### src/design/vlbp_pkg.sv
package vlbp_pkg;

    // Field widths
    localparam int ACTION_W   = 3;
    localparam int VALUE_W    = 64;
    localparam int HDR_W      = 4;
    localparam int BYTE_W     = 8;
    localparam int INDEX_W    = 16;
    localparam int STATUS_W   = 2;
    localparam int CFG_W      = 17;

    // Longest bit string one request can append (sign bit plus 64 magnitude bits)
    localparam int STREAM_W   = VALUE_W + 1;
    // Width of a bit count 0..STREAM_W and of the working window
    localparam int NBITS_W    = 7;
    localparam int WORK_W     = STREAM_W + BYTE_W - 1;
    localparam int BITPOS_W   = 3;

    localparam int MAX_HEADER_WIDTH = 8;
    localparam int MAX_BUFFER_BYTES = 65536;

    localparam logic [CFG_W-1:0] CFG_RESET = CFG_W'(65536);
    localparam logic [CFG_W-1:0] LIMIT_CAP = CFG_W'(MAX_BUFFER_BYTES);

    // Action codes
    localparam logic [ACTION_W-1:0] A_HEADER   = 3'd0;
    localparam logic [ACTION_W-1:0] A_UNSIGNED = 3'd1;
    localparam logic [ACTION_W-1:0] A_SIGNED   = 3'd2;
    localparam logic [ACTION_W-1:0] A_BOOL     = 3'd3;
    localparam logic [ACTION_W-1:0] A_FLUSH    = 3'd4;

    // Status codes
    localparam logic [STATUS_W-1:0] ST_OK     = 2'd0;
    localparam logic [STATUS_W-1:0] ST_REJECT = 2'd1;
    localparam logic [STATUS_W-1:0] ST_DROP   = 2'd2;

    typedef enum logic [1:0] {
        K_WRITE,
        K_FLUSH,
        K_REJECT
    } t_kind;

    typedef struct packed {
        t_kind                kind;
        logic [STREAM_W-1:0]  bits;
        logic [NBITS_W-1:0]   nbits;
    } t_entry;

    typedef struct packed {
        logic full;
        logic empty;
    } t_fifo_stat;

    typedef enum logic [1:0] {
        F_IDLE,
        F_SCAN,
        F_PUSH
    } t_fstate;

    typedef enum logic [1:0] {
        B_IDLE,
        B_LOAD,
        B_EMIT
    } t_bstate;

endpackage

### src/design/vlbp_front.sv
module vlbp_front (
    input  logic                              i_clk,
    input  logic                              i_rst_n,
    input  logic                              i_valid,
    output logic                              o_stall,
    input  logic [vlbp_pkg::ACTION_W-1:0]     i_action,
    input  logic [vlbp_pkg::VALUE_W-1:0]      i_value_bits,
    input  logic [vlbp_pkg::HDR_W-1:0]        i_header_width,
    input  vlbp_pkg::t_fifo_stat              i_q_stat,
    output logic                              o_push,
    output vlbp_pkg::t_entry                  o_entry
);
    import vlbp_pkg::*;

    t_fstate                r_fstate, n_fstate;

    logic [ACTION_W-1:0]    r_action;
    logic [HDR_W-1:0]       r_hw;
    logic [VALUE_W-1:0]     r_mag;
    logic                   r_neg;
    logic                   r_val_nz;
    logic [BYTE_W-1:0]      r_hdr;

    logic [7:0]             r_byte_nz;
    logic [2:0]             r_byte_msb [8];

    logic                   accept;
    logic                   in_neg;
    logic [7:0]             scan_nz;
    logic [2:0]             scan_msb [8];
    logic [2:0]             hi_byte;
    logic                   any_nz;
    logic [NBITS_W-1:0]     mag_len;
    logic [BYTE_W-1:0]      hdr_mask;
    t_entry                 entry;

    assign accept = i_valid && !o_stall;
    assign in_neg = i_value_bits[VALUE_W-1];

    always_ff @(posedge i_clk) begin
        if (!i_rst_n) begin
            r_fstate <= F_IDLE;
        end else begin
            r_fstate <= n_fstate;
        end
    end

    // Capture the request, fold the signed case into sign and magnitude
    always_ff @(posedge i_clk) begin
        if (accept) begin
            r_action <= i_action;
            r_hw     <= i_header_width;
            r_neg    <= (i_action == A_SIGNED) && in_neg;
            r_mag    <= ((i_action == A_SIGNED) && in_neg) ? (~i_value_bits + VALUE_W'(1))
                                                           : i_value_bits;
            r_val_nz <= (i_value_bits != '0);
            r_hdr    <= i_value_bits[BYTE_W-1:0] - BYTE_W'(1);
        end
        if (r_fstate == F_SCAN) begin
            r_byte_nz <= scan_nz;
            for (int b = 0; b < 8; b++) begin
                r_byte_msb[b] <= scan_msb[b];
            end
        end
    end

    // First half of the leading-one search: one small encoder per byte
    always_comb begin
        for (int b = 0; b < 8; b++) begin
            scan_nz[b]  = (r_mag[b*8 +: 8] != 8'd0);
            scan_msb[b] = 3'd0;
            for (int k = 0; k < 8; k++) begin
                if (r_mag[b*8 + k]) scan_msb[b] = 3'(k);
            end
        end
    end

    // Second half: pick the top nonzero byte and build the queue entry
    always_comb begin
        hi_byte = 3'd0;
        any_nz  = 1'b0;
        for (int b = 0; b < 8; b++) begin
            if (r_byte_nz[b]) begin
                hi_byte = 3'(b);
                any_nz  = 1'b1;
            end
        end
        mag_len = any_nz ? (NBITS_W'({hi_byte, r_byte_msb[hi_byte]}) + NBITS_W'(1))
                         : NBITS_W'(1);

        for (int i = 0; i < BYTE_W; i++) begin
            hdr_mask[i] = (HDR_W'(i) < r_hw);
        end

        entry.kind  = K_REJECT;
        entry.bits  = '0;
        entry.nbits = '0;
        case (r_action)
            A_HEADER: begin
                if (r_val_nz && (r_hw != '0) && (r_hw <= HDR_W'(MAX_HEADER_WIDTH))) begin
                    entry.kind  = K_WRITE;
                    entry.bits  = STREAM_W'(r_hdr & hdr_mask);
                    entry.nbits = NBITS_W'(r_hw);
                end
            end
            A_UNSIGNED: begin
                entry.kind  = K_WRITE;
                entry.bits  = {1'b0, r_mag};
                entry.nbits = mag_len;
            end
            A_SIGNED: begin
                entry.kind  = K_WRITE;
                entry.bits  = {r_mag, r_neg};
                entry.nbits = mag_len + NBITS_W'(1);
            end
            A_BOOL: begin
                entry.kind  = K_WRITE;
                entry.bits  = STREAM_W'(r_val_nz);
                entry.nbits = NBITS_W'(1);
            end
            A_FLUSH: begin
                entry.kind  = K_FLUSH;
            end
            default: begin
                entry.kind  = K_REJECT;
            end
        endcase
    end

    always_comb begin
        n_fstate = r_fstate;
        o_push   = 1'b0;
        case (r_fstate)
            F_IDLE: begin
                if (i_valid) n_fstate = F_SCAN;
            end
            F_SCAN: begin
                n_fstate = F_PUSH;
            end
            F_PUSH: begin
                if (!i_q_stat.full) begin
                    o_push   = 1'b1;
                    n_fstate = F_IDLE;
                end
            end
            default: begin
                n_fstate = F_IDLE;
            end
        endcase
    end

    assign o_stall = (r_fstate != F_IDLE);
    assign o_entry = entry;

endmodule

### src/design/vlbp_fifo.sv
module vlbp_fifo (
    input  logic                  i_clk,
    input  logic                  i_rst_n,
    input  logic                  i_push,
    input  vlbp_pkg::t_entry      i_entry,
    input  logic                  i_pop,
    output vlbp_pkg::t_entry      o_entry,
    output vlbp_pkg::t_fifo_stat  o_stat
);
    import vlbp_pkg::*;

    t_entry      r_slot [2];
    logic        r_wr_ptr;
    logic        r_rd_ptr;
    logic [1:0]  r_count;

    always_ff @(posedge i_clk) begin
        if (!i_rst_n) begin
            r_wr_ptr <= 1'b0;
            r_rd_ptr <= 1'b0;
            r_count  <= 2'd0;
        end else begin
            if (i_push) r_wr_ptr <= ~r_wr_ptr;
            if (i_pop)  r_rd_ptr <= ~r_rd_ptr;
            r_count <= r_count + 2'(i_push) - 2'(i_pop);
        end
    end

    always_ff @(posedge i_clk) begin
        if (i_push) r_slot[r_wr_ptr] <= i_entry;
    end

    assign o_entry      = r_slot[r_rd_ptr];
    assign o_stat.full  = (r_count == 2'd2);
    assign o_stat.empty = (r_count == 2'd0);

endmodule

### src/design/vlbp_back.sv
module vlbp_back (
    input  logic                              i_clk,
    input  logic                              i_rst_n,
    input  logic [vlbp_pkg::CFG_W-1:0]        i_buffer_bytes,
    input  vlbp_pkg::t_fifo_stat              i_q_stat,
    input  vlbp_pkg::t_entry                  i_entry,
    output logic                              o_pop,
    output logic                              o_valid,
    input  logic                              i_stall,
    output logic                              o_byte_valid,
    output logic [vlbp_pkg::BYTE_W-1:0]       o_out_byte,
    output logic [vlbp_pkg::INDEX_W-1:0]      o_byte_index,
    output logic [vlbp_pkg::STATUS_W-1:0]     o_status,
    output logic                              o_last
);
    import vlbp_pkg::*;

    t_bstate                r_state, n_state;
    logic [BYTE_W-1:0]      r_partial, n_partial;
    logic [BITPOS_W-1:0]    r_bitpos, n_bitpos;
    logic [CFG_W-1:0]       r_bd, n_bd;
    logic                   r_out_valid, n_out_valid;

    t_entry                 r_ent;
    logic [WORK_W-1:0]      r_work, n_work;
    logic [NBITS_W-1:0]     r_rem, n_rem;
    logic [STATUS_W-1:0]    r_status;
    logic                   r_fl_byte;

    logic                   emit;
    logic                   e_byte_valid;
    logic [BYTE_W-1:0]      e_byte;
    logic [INDEX_W-1:0]     e_index;
    logic                   e_last;
    logic [BYTE_W-1:0]      r_o_byte;
    logic [INDEX_W-1:0]     r_o_index;
    logic [STATUS_W-1:0]    r_o_status;
    logic                   r_o_byte_valid;
    logic                   r_o_last;

    logic [CFG_W-1:0]       lim;
    logic                   ld_full;
    logic [CFG_W-1:0]       ld_room;
    logic [NBITS_W-1:0]     ld_cap;
    logic [NBITS_W-1:0]     ld_kept;
    logic                   ld_drop;
    logic [STREAM_W-1:0]    ld_bits;
    logic [WORK_W-1:0]      ld_work;
    logic [STATUS_W-1:0]    ld_status;
    logic                   out_free;

    assign lim      = (i_buffer_bytes > LIMIT_CAP) ? LIMIT_CAP : i_buffer_bytes;
    assign out_free = !r_out_valid || !i_stall;

    // Room check, trim of the bit string, and alignment onto the partial byte
    always_comb begin
        ld_full = (r_bd >= lim);
        ld_room = lim - r_bd;
        ld_cap  = NBITS_W'({ld_room[3:0], 3'b000}) - NBITS_W'(r_bitpos);
        if (ld_full) begin
            ld_kept = '0;
            ld_drop = (r_ent.nbits != '0);
        end else if (ld_room >= CFG_W'(10)) begin
            ld_kept = r_ent.nbits;
            ld_drop = 1'b0;
        end else begin
            ld_drop = (r_ent.nbits > ld_cap);
            ld_kept = ld_drop ? ld_cap : r_ent.nbits;
        end
        for (int i = 0; i < STREAM_W; i++) begin
            ld_bits[i] = r_ent.bits[i] & (NBITS_W'(i) < ld_kept);
        end
        ld_work = (WORK_W'(ld_bits) << r_bitpos) | WORK_W'(r_partial);

        case (r_ent.kind)
            K_WRITE:  ld_status = ld_drop ? ST_DROP : ST_OK;
            K_FLUSH:  ld_status = ((r_bitpos != '0) && ld_full) ? ST_DROP : ST_OK;
            default:  ld_status = ST_REJECT;
        endcase
    end

    always_comb begin
        n_state      = r_state;
        n_partial    = r_partial;
        n_bitpos     = r_bitpos;
        n_bd         = r_bd;
        n_work       = r_work;
        n_rem        = r_rem;
        o_pop        = 1'b0;
        emit         = 1'b0;
        e_byte_valid = 1'b0;
        e_byte       = '0;
        e_index      = '0;
        e_last       = 1'b1;
        case (r_state)
            B_IDLE: begin
                if (!i_q_stat.empty) begin
                    o_pop   = 1'b1;
                    n_state = B_LOAD;
                end
            end
            B_LOAD: begin
                n_work  = ld_work;
                n_rem   = NBITS_W'(r_bitpos) + ld_kept;
                n_state = B_EMIT;
            end
            B_EMIT: begin
                if (out_free) begin
                    emit = 1'b1;
                    case (r_ent.kind)
                        K_WRITE: begin
                            if (r_rem >= NBITS_W'(BYTE_W)) begin
                                e_byte_valid = 1'b1;
                                e_byte       = r_work[BYTE_W-1:0];
                                e_index      = r_bd[INDEX_W-1:0];
                                e_last       = (r_rem < NBITS_W'(2*BYTE_W));
                                n_bd         = r_bd + CFG_W'(1);
                                n_work       = r_work >> BYTE_W;
                                n_rem        = r_rem - NBITS_W'(BYTE_W);
                                if (e_last) begin
                                    n_partial = r_work[2*BYTE_W-1:BYTE_W];
                                    n_bitpos  = r_rem[BITPOS_W-1:0];
                                    n_state   = B_IDLE;
                                end
                            end else begin
                                n_partial = r_work[BYTE_W-1:0];
                                n_bitpos  = r_rem[BITPOS_W-1:0];
                                n_state   = B_IDLE;
                            end
                        end
                        K_FLUSH: begin
                            e_byte_valid = r_fl_byte;
                            e_byte       = r_fl_byte ? r_partial : '0;
                            e_index      = r_fl_byte ? r_bd[INDEX_W-1:0] : '0;
                            n_partial    = '0;
                            n_bitpos     = '0;
                            n_bd         = '0;
                            n_state      = B_IDLE;
                        end
                        default: begin
                            n_state = B_IDLE;
                        end
                    endcase
                end
            end
            default: begin
                n_state = B_IDLE;
            end
        endcase
        n_out_valid = out_free ? emit : r_out_valid;
    end

    always_ff @(posedge i_clk) begin
        if (!i_rst_n) begin
            r_state     <= B_IDLE;
            r_partial   <= '0;
            r_bitpos    <= '0;
            r_bd        <= '0;
            r_out_valid <= 1'b0;
        end else begin
            r_state     <= n_state;
            r_partial   <= n_partial;
            r_bitpos    <= n_bitpos;
            r_bd        <= n_bd;
            r_out_valid <= n_out_valid;
        end
    end

    always_ff @(posedge i_clk) begin
        if (o_pop) r_ent <= i_entry;
        r_work <= n_work;
        r_rem  <= n_rem;
        if (r_state == B_LOAD) begin
            r_status  <= ld_status;
            r_fl_byte <= (r_bitpos != '0) && !ld_full;
        end
        if (emit) begin
            r_o_byte_valid <= e_byte_valid;
            r_o_byte       <= e_byte;
            r_o_index      <= e_index;
            r_o_status     <= r_status;
            r_o_last       <= e_last;
        end
    end

    assign o_valid      = r_out_valid;
    assign o_byte_valid = r_o_byte_valid;
    assign o_out_byte   = r_o_byte;
    assign o_byte_index = r_o_index;
    assign o_status     = r_o_status;
    assign o_last       = r_o_last;

endmodule

### src/design/variable_length_bit_packer_unit.sv
// LSB-first variable-length bit packer. Each request appends a typed value to
// a continuous bit stream, bit 0 of every byte first: a header (value minus
// one in header_width bits), an unsigned value in its significant bits only, a
// signed value as sign bit then magnitude, a single boolean bit, or a flush
// that emits the zero-padded partial byte and restarts at byte index zero.
// Every completed byte comes out as one response with its index; every request
// yields at least one response, and the one marked last closes it. The status
// on all responses of a request is the same: rejected for a bad header or an
// unknown action, dropped once the byte count reached
// min(buffer_bytes, 65536). The front end takes one request at a time
// (capture, leading-one scan over the 64-bit magnitude, queue write) and
// stores it in a 2-entry queue; the back end pops and aligns a request,
// then emits one response per cycle while the output is not stalled, and
// pops the next request only after the last response of the one before;
// the back end sets the sustained rate. Write buffer_bytes only while the
// block is idle. Reset is synchronous and active low.
module variable_length_bit_packer_unit (
    input  logic                              i_clk,
    input  logic                              i_rst_n,
    input  logic                              i_cfg_wr_en,
    input  logic [vlbp_pkg::CFG_W-1:0]        i_cfg_wr_data,
    input  logic                              i_valid,
    output logic                              o_stall,
    input  logic [vlbp_pkg::ACTION_W-1:0]     i_action,
    input  logic [vlbp_pkg::VALUE_W-1:0]      i_value_bits,
    input  logic [vlbp_pkg::HDR_W-1:0]        i_header_width,
    output logic                              o_valid,
    input  logic                              i_stall,
    output logic                              o_byte_valid,
    output logic [vlbp_pkg::BYTE_W-1:0]       o_out_byte,
    output logic [vlbp_pkg::INDEX_W-1:0]      o_byte_index,
    output logic [vlbp_pkg::STATUS_W-1:0]     o_status,
    output logic                              o_last
);
    import vlbp_pkg::*;

    // Buffer size register
    logic [CFG_W-1:0]  r_buffer_bytes;

    // Queue between classification and byte emission
    t_entry            q_in;
    t_entry            q_out;
    t_fifo_stat        q_stat;
    logic              q_push;
    logic              q_pop;

    always_ff @(posedge i_clk) begin
        if (!i_rst_n) begin
            r_buffer_bytes <= CFG_RESET;
        end else if (i_cfg_wr_en) begin
            r_buffer_bytes <= i_cfg_wr_data;
        end
    end

    // Accept and classify: build the bit string and its length
    vlbp_front u_front (
        .i_clk          (i_clk),
        .i_rst_n        (i_rst_n),
        .i_valid        (i_valid),
        .o_stall        (o_stall),
        .i_action       (i_action),
        .i_value_bits   (i_value_bits),
        .i_header_width (i_header_width),
        .i_q_stat       (q_stat),
        .o_push         (q_push),
        .o_entry        (q_in)
    );

    // Hold classified requests so each side can stall on its own
    vlbp_fifo u_fifo (
        .i_clk   (i_clk),
        .i_rst_n (i_rst_n),
        .i_push  (q_push),
        .i_entry (q_in),
        .i_pop   (q_pop),
        .o_entry (q_out),
        .o_stat  (q_stat)
    );

    // Append to the stream, emit bytes one per cycle through the output register while not stalled
    vlbp_back u_back (
        .i_clk          (i_clk),
        .i_rst_n        (i_rst_n),
        .i_buffer_bytes (r_buffer_bytes),
        .i_q_stat       (q_stat),
        .i_entry        (q_out),
        .o_pop          (q_pop),
        .o_valid        (o_valid),
        .i_stall        (i_stall),
        .o_byte_valid   (o_byte_valid),
        .o_out_byte     (o_out_byte),
        .o_byte_index   (o_byte_index),
        .o_status       (o_status),
        .o_last         (o_last)
    );

endmodule

### config.mk
export PLATFORM = sky130hd
export DESIGN_NAME = variable_length_bit_packer_unit
export DESIGN_NICKNAME = d
export VERILOG_FILES = /design/src/design/vlbp_pkg.sv /design/src/design/vlbp_front.sv /design/src/design/vlbp_fifo.sv /design/src/design/vlbp_back.sv /design/src/design/variable_length_bit_packer_unit.sv
export SDC_FILE = /design/constraint.sdc
export NUM_CORES = 1
export LEC_CHECK = 0
export BUFFER_PORTS_ARGS = -buffer_cell sky130_fd_sc_hd__buf_4
export CAP_MARGIN = 20
export CELL_PAD_IN_SITES_DETAIL_PLACEMENT = 0
export CELL_PAD_IN_SITES_GLOBAL_PLACEMENT = 1
export CORE_MARGIN = 2
export CORE_UTILIZATION = 37
export CTS_CLUSTER_SIZE = 25
export DETAILED_ROUTE_END_ITERATION = 8
export PLACE_DENSITY_LB_ADDON = 0.1
export SLEW_MARGIN = 30
export SYNTH_ARGS = -nofsm -noshare
export SYNTH_HDL_FRONTEND = slang
export SYNTH_SLANG_ARGS = --single-unit
### constraint.sdc
create_clock -name i_clk -period 8.9 [get_ports i_clk]
set_clock_uncertainty 0.05 [all_clocks]
set_input_delay 1.335 -clock i_clk [delete_from_list [all_inputs] [get_ports i_clk]]
set_output_delay 1.335 -clock i_clk [all_outputs]
set_load 0.01 [all_outputs]
Word level (Yosys, flattened, before mapping)
Memory sizes are Yosys's and may differ from the RTL's. A register that Yosys moved wholly into a read port is not among the register bits.
Index checks and enable logic that the tools add are counted.
- register bits: 253
- bits in writable memories: 172
- memories: 2
- input bits: 93
- output and inout bits: 30
- logic and storage cells: 377
- memories (name ; words ; bits a word ; read ports ; clocked after memory_dff ; wr ports ; line ; RTL):
    u_fifo.r_slot ; 2 ; 74 ; 1 ; 1 ; 1 ; vlbp_fifo.sv:12 ; t_entry r_slot [2];
    u_front.r_byte_msb ; 8 ; 3 ; 1 ; 0 ; 8 ; vlbp_front.sv:25 ; logic [2:0] r_byte_msb [8];
- shifts and indexed selects: 1
- equal/unequal tests: 20
- $lt $le $gt $ge: 80
- add/subtract/negate cells: 11
- bitwise gates (word level): 70
- muxes and demuxes: 128
- reductions and logical operators: 39
- operators by type and width (cell ; count):
    $pmux W72 S4 ; 1
    $lt A6 B7 Y1 const A ; 32
    $mux W72 ; 3
    $pmux W72 S2 ; 1
    $mux W3 ; 38
    $lt A5 B7 Y1 const A ; 16
    $mux W74 ; 1
    $or A72 B8 Y72 ; 1
    $shl A65 B3 Y72 ; 1
    $and A1 B1 Y1 ; 65
    $add A64 B1 Y64 const B ; 1
    $mux W64 ; 1
    $not A64 Y64 ; 1
    $reduce_bool A64 Y1 ; 1
    $reduce_bool A8 Y1 ; 8
    $lt A4 B7 Y1 const A ; 8
    $mux W2 ; 27
    $mux W7 ; 7
    $mux W17 ; 2
    $pmux W17 S2 ; 1
    $mux W16 ; 2
    $mux W8 ; 4
    $pmux W16 S2 ; 1
    $pmux W8 S2 ; 2
    54 further kinds ; 124

Longest topological paths before layout
- word-level depth: 13
- depth in mapped cells: 27
- gate-level depth less buffers: 26

By module
A second synthesis with hierarchy kept.
- cell total of the unflattened synthesis: 2372
- area, all modules: 26942.1 um^2
- modules (own cells, without submodules) (module ; instances ; cells an instance ; area an instance (um^2)):
    vlbp_back ; 1 ; 1367 ; 13425.4
    vlbp_front ; 1 ; 700 ; 7055.5
    vlbp_fifo ; 1 ; 251 ; 5811.8
    variable_length_bit_packer_unit ; 1 ; 54 ; 649.4

Least setup slack after synthesis
Ideal clock, no wire load.
- path type: register to register
- start: register u_fifo.r_count[1]
- end: register u_fifo.r_count[1]
- arrival time: 7.002 ns
- slack: 1.733 ns
- clock period less this slack: 7.167 ns
- library setup time: 0.115 ns
- required time: 8.735 ns
- stages on the path, launching flop included: 9
- cell sequence: dfxtp_1 nor2_1 nor3_1 ha_1 inv_1 ha_1 xnor2_1 xnor2_1 and2_1
- elaborated cells between the ends (all ways): 8
- RTL lines (element ; line ; RTL):
    from (decl) ; vlbp_fifo.sv:15 ; logic [1:0] r_count;
    from (signal assigned) ; vlbp_fifo.sv:25 ; r_count <= r_count + 2'(i_push) - 2'(i_pop);
    $logic_not A2 Y1 ; vlbp_fifo.sv:35 ; assign o_stat.empty = (r_count == 2'd0);
    $mux W1 ; vlbp_back.sv:97 ; if (!i_q_stat.empty) begin
    $mux W1 ; vlbp_back.sv:95 ; case (r_state)
    named net q_pop ; variable_length_bit_packer_unit.sv:45 ; logic q_pop;
    $sub A2 B1 Y2 ; vlbp_fifo.sv:25 ;
The timed path passes the listed nets, and every way through them passes these cells.
A chain may end at the register's enable or synchronous reset.

Worst setup path after layout
- start: register r_buffer_bytes[16]
- end: register u_back.r_work[11] (data pin)
- longest elaborated chain between the ends: 13
- elaborated cells between the ends (all ways): 143
- RTL lines (element ; line ; RTL):
    from (decl) ; variable_length_bit_packer_unit.sv:38 ; logic [CFG_W-1:0] r_buffer_bytes;
    from (signal assigned) ; variable_length_bit_packer_unit.sv:51 ; r_buffer_bytes <= i_cfg_wr_data;
    $gt A17 B17 Y1 ; vlbp_back.sv:52 ; assign lim = (i_buffer_bytes > LIMIT_CAP) ? LIMIT_CAP : i_buffer_bytes;
    $mux W17 (*) ; vlbp_back.sv:52 ;
    $sub A17 B17 Y17 ; vlbp_back.sv:58 ; ld_room = lim - r_bd;
    $sub A7 B3 Y7 ; vlbp_back.sv:59 ; ld_cap = NBITS_W'({ld_room[3:0], 3'b000}) - NBITS_W'(r_bitpos);
    $gt A7 B7 Y1 ; vlbp_back.sv:67 ; ld_drop = (r_ent.nbits > ld_cap);
    $mux W7 ; vlbp_back.sv:68 ; ld_kept = ld_drop ? ld_cap : r_ent.nbits;
    $mux W7 ; vlbp_back.sv:63 ; end else if (ld_room >= CFG_W'(10)) begin
    $mux W7 (*) ; vlbp_back.sv:60 ; if (ld_full) begin
    $lt A1 B7 Y1, or another cell as far along ; vlbp_back.sv:71 ; ld_bits[i] = r_ent.bits[i] & (NBITS_W'(i) < ld_kept);
    $and A1 B1 Y1 ; vlbp_back.sv:71 ;
    $shl A65 B3 Y72 (*) ; vlbp_back.sv:73 ; ld_work = (WORK_W'(ld_bits) << r_bitpos) | WORK_W'(r_partial);
    $or A72 B8 Y72 (*) ; vlbp_back.sv:73 ;
    $pmux W72 S2 (*) ; vlbp_back.sv:95 ;
    named net u_back.n_work[11] ; vlbp_back.sv:25 ; logic [WORK_W-1:0] r_work, n_work;
    to (signal assigned) ; vlbp_back.sv:171 ; r_work <= n_work;
    to (decl) ; vlbp_back.sv:25 ;
The timed path passes the listed nets; every way through them passes the cells marked *.

==> qor.txt <==
RUN STATUS
-------------------------------------------------------------------------------
Result of the run ................................................    completed

CRITICAL PATH
-------------------------------------------------------------------------------
Type of the worst setup path ..................................... flip-flop to flip-flop
CP Data Required Time ............................................      9210 ps
Largest fanout on the critical path ..............................           12
Arrival @ worst endpoint .........................................      7420 ps
Worst setup SP type ..............................................    flip-flop
Worst setup EP type ..............................................    flip-flop

GLOBAL ROUTING
-------------------------------------------------------------------------------
GR Overflow Total ................................................            0
Vias in the first global route ...................................        18.0k
All-Layer GR Usage ...............................................        0.193
Pin count of the biggest net entering global routing .............           88
Antenna violations before repair .................................            0
Wire length of the first global-routing pass .....................    110000 um

YOSYS
-------------------------------------------------------------------------------
Syn. warnings ....................................................            0
Average instance area after synthesis ............................   11.7 sq um
Synthesized netlist cell count ...................................         2225
Sequential area share after synthesis ............................        0.554
Count of flip-flops with a built-in enable after synthesis .......          445
Post-Synthesis Net Count .........................................         2359
Async set-or-reset flop fraction in the synthesized netlist ......            0
Flops & latches, synth ...........................................          499
Dominant register cell in the synthesized netlist ................ sky130_fd_sc_hd__edfxtp_1
Cell types with the largest area share after synthesis ........... sky130_fd_sc_hd__edfxtp_1 51%, sky130_fd_sc_hd__dfxtp_1 4.1%, sky130_fd_sc_hd__mux2_2 4.0%
Area share of the leading cell type in the synthesized netlist ...        0.513
Number of unique standard cell types used by synthesis ...........           89
Total standard cell area after synthesis .........................  26100 sq um
Cell type with the largest total area after synthesis ............ sky130_fd_sc_hd__edfxtp_1

LAYOUT
-------------------------------------------------------------------------------
Share of post-route cells with drive strength above 1 ............        0.171
Ant diodes .......................................................            0
Layout net count .................................................         2450
Commonest non-fill, non-tap cells in the layout .................. 445 x sky130_fd_sc_hd__edfxtp_1, 167 x sky130_fd_sc_hd__nor2_1, 166 x sky130_fd_sc_hd__nand2_1, 151 x sky130_fd_sc_hd__buf_4, 93 x sky130_fd_sc_hd__mux2_2
Post-route insts no fill .........................................         3303
Commonest non-fill, non-tap cell in the layout ................... sky130_fd_sc_hd__edfxtp_1
Final Util .......................................................        0.429
Area added between synthesis and finish ..........................        15.1%

FLOORPLAN
-------------------------------------------------------------------------------
Overall die width ................................................       269 um
Core area ........................................................  69900 sq um
Number of I/O pins ...............................................          123
Count of standard-cell rows ......................................           97
Die ar. ..........................................................  72500 sq um
Starting density of the core .....................................        0.373
Chip height ......................................................       269 um

TIMING
-------------------------------------------------------------------------------
Sum Neg Setup Slack ..............................................         0 ps
Unrepaired setup endpoints after global routing ..................        false
Final min period .................................................      7110 ps
Final setup violation count ......................................            0
Slew @ Worst Pin .................................................       948 ps
Max Slew Vio Count ...............................................            0
Achievable Freq ..................................................    0.141 GHz
Crit share post-route ............................................        0.799
Worst slew margin ................................................        0.360
Final Hold Vio Count .............................................            0

JOB
-------------------------------------------------------------------------------
Number of maximum-capacitance violations .........................            0

CTS
-------------------------------------------------------------------------------
Count of clock tree sinks ........................................          499
Maximum level of the CTS H-tree ..................................            2
Root cell of the clock tree ...................................... sky130_fd_sc_hd__clkbuf_16
Clock buffer count from CTS ......................................           56
Clock-pin slew on the worst setup and hold paths .................        60 ps
Resize count post-CTS ............................................            0
Clock latency at the later pin of the worst-skew pair ............       630 ps
Buffers from clock root to sink, at most .........................            3
Count of hold buffers inserted by post-cts repair ................            0
Post-CTS Setup Repair Bufs .......................................            0
TritonCTS clock tree .............................................        built

MIN PATH
-------------------------------------------------------------------------------
Worst min-delay path class ....................................... flip-flop to flip-flop

POWER AND IR DROP
-------------------------------------------------------------------------------
Internal Dissipation .............................................      5.31 mW
Combinational share of power .....................................        0.275
Net switching power figure .......................................      2.63 mW
Sequential share of power ........................................        0.421
Sw Share .........................................................        0.331
Static leakage ...................................................      10.1 nW
Clock Power Share ................................................        0.304
Cell area power density ..........................................  265 nW/um^2
Worst voltage drop across the vdd grid ...........................       151 uV

DRT
-------------------------------------------------------------------------------
Via count ........................................................        18.3k
First-pass DRT Iterations ........................................            6
DRC ..............................................................            0
Detail-routed via count per cell .................................         5.55
Routed WL ........................................................     71000 um
Number of nets with antenna violations after detailed routing ....            0
Wire length per cell .............................................      21.5 um
Drt first-iter violations ........................................         1497

PLACED DESIGN
-------------------------------------------------------------------------------
Final weighted congestion of routability-driven global placement .        0.868
Number of port buffers ...........................................          122
HPWL reported at the end of detailed placement ...................     51500 um
Instance count after placement with tap cells included ...........         3197

-- cell usage after synthesis, drive strengths merged (10+ instances only) --
master  count
o22ai      14
nor2      173
o21bai     10
xor2       37
mux2i      55
a21o       12
a22o       45
nand3      39
mux4       22
a221oi     24
o211ai     30
ha         39
o31ai      34
nand2     166
nand2b     18
nand4      23
nor2b      60
o21ai      83
nor3       69
o41ai      10
clkbuf     92
a211oi     20
inv        70
buf        29
mux2       93
and3       17
edfxtp    445
nor4       21
or3        16
o21a       16
xnor2      72
a22oi      32
and2       29
o221ai     28
a31oi      19
a21oi      89
dfxtp      54
-- final timing paths --
kind	from	endpoint	slack, ps	cells after the start
worst min-delay path	u_back.r_status[1]	u_back.o_status[1]	380	0
worst min register to register	u_back.r_status[1]	u_back.o_status[1]	380	0
worst max-delay path	r_buffer_bytes[16]	u_back.r_work[11]	1790	22
worst max register to register	r_buffer_bytes[16]	u_back.r_work[11]	1790	22
-- through the flow --
stage                     area, sq um  hold WS (ps)  power [mW]  setup WS, ps
final                           30000           379        7.94          1790
after global routing            30000           383        8.34          1270
after CTS                       30000           380        8.00          1600
after detailed placement        28000           366        5.56          1650
after global placement          28000           361        5.55          1800
after floorplan                 26100           350        4.78          1730
-- sequential cells by signal (all words and copies together), names as in the netlist, 16 cells and up --
name	flops
u_back.r_ent	74
u_back.o_byte_index	16
u_back.r_bd	17
r_buffer_bytes	17
u_front.r_mag	64
u_fifo.r_slot	148
u_back.r_work	72
u_front.r_byte_msb	24
-- final cells by class --
cell class	count	area [sq um]
fill	6671	39900
clock inverter	38	484
sequential	499	14500
tap	940	1180
inverter	72	270
timing repair buffer	154	1190
multi-input combinational	1533	11000
clock buffer	67	1460
-- routing by layer --
layer	up-vias	part of all wire	track usage
li1	8765	-	-
met1	8982	0.49	0.290
met2	502	0.44	0.296
met3	96	0.045	0.0244
met4	0	0.023	0.0501
met5	-	0	0
-- cells by family after synthesis --
logic type / count (synthesis) / share of synthesized area
AND/OR/NAND/NOR: 663 / 0.125
AO/OA/AOI/OAI: 550 / 0.154
flip-flops: 499 / 0.554
buffers and inverters: 193 / 0.0291
multiplexers: 170 / 0.0803
XOR/XNOR: 109 / 0.0366
adder cells (fa/ha/maj): 41 / 0.0203
-- power by group through the flow --
stage	Combinational, mW	Sequential [mW]	Clock, mW
after floorplan	1.52	3.26	0
after global placement	2.15	3.39	0
after detailed placement	2.17	3.39	0
after CTS	2.18	3.34	2.48
after global routing	2.39	3.38	2.57
final	2.18	3.35	2.41
-- critical path: stages (launching register included) --
cell and delay (ps):
sky130_fd_sc_hd__dfxtp_1 460, sky130_fd_sc_hd__inv_1 150, sky130_fd_sc_hd__nand2_1 100, sky130_fd_sc_hd__ha_1 160, sky130_fd_sc_hd__inv_1 60, sky130_fd_sc_hd__fa_1 570, sky130_fd_sc_hd__nor3b_1 90, sky130_fd_sc_hd__xnor2_1 520
sky130_fd_sc_hd__inv_1 290, sky130_fd_sc_hd__ha_1 370, sky130_fd_sc_hd__nand4_1 130, sky130_fd_sc_hd__a21oi_1 150, sky130_fd_sc_hd__nor3_1 80, sky130_fd_sc_hd__a31oi_1 130, sky130_fd_sc_hd__and4_1 270, sky130_fd_sc_hd__nand3_1 290
sky130_fd_sc_hd__nor3_4 560, sky130_fd_sc_hd__buf_8 230, sky130_fd_sc_hd__mux2_2 450, sky130_fd_sc_hd__o41ai_1 720, sky130_fd_sc_hd__o22ai_1 240, sky130_fd_sc_hd__mux4_2 500, sky130_fd_sc_hd__mux2_2 270
Power figures use the tool's default switching activity.
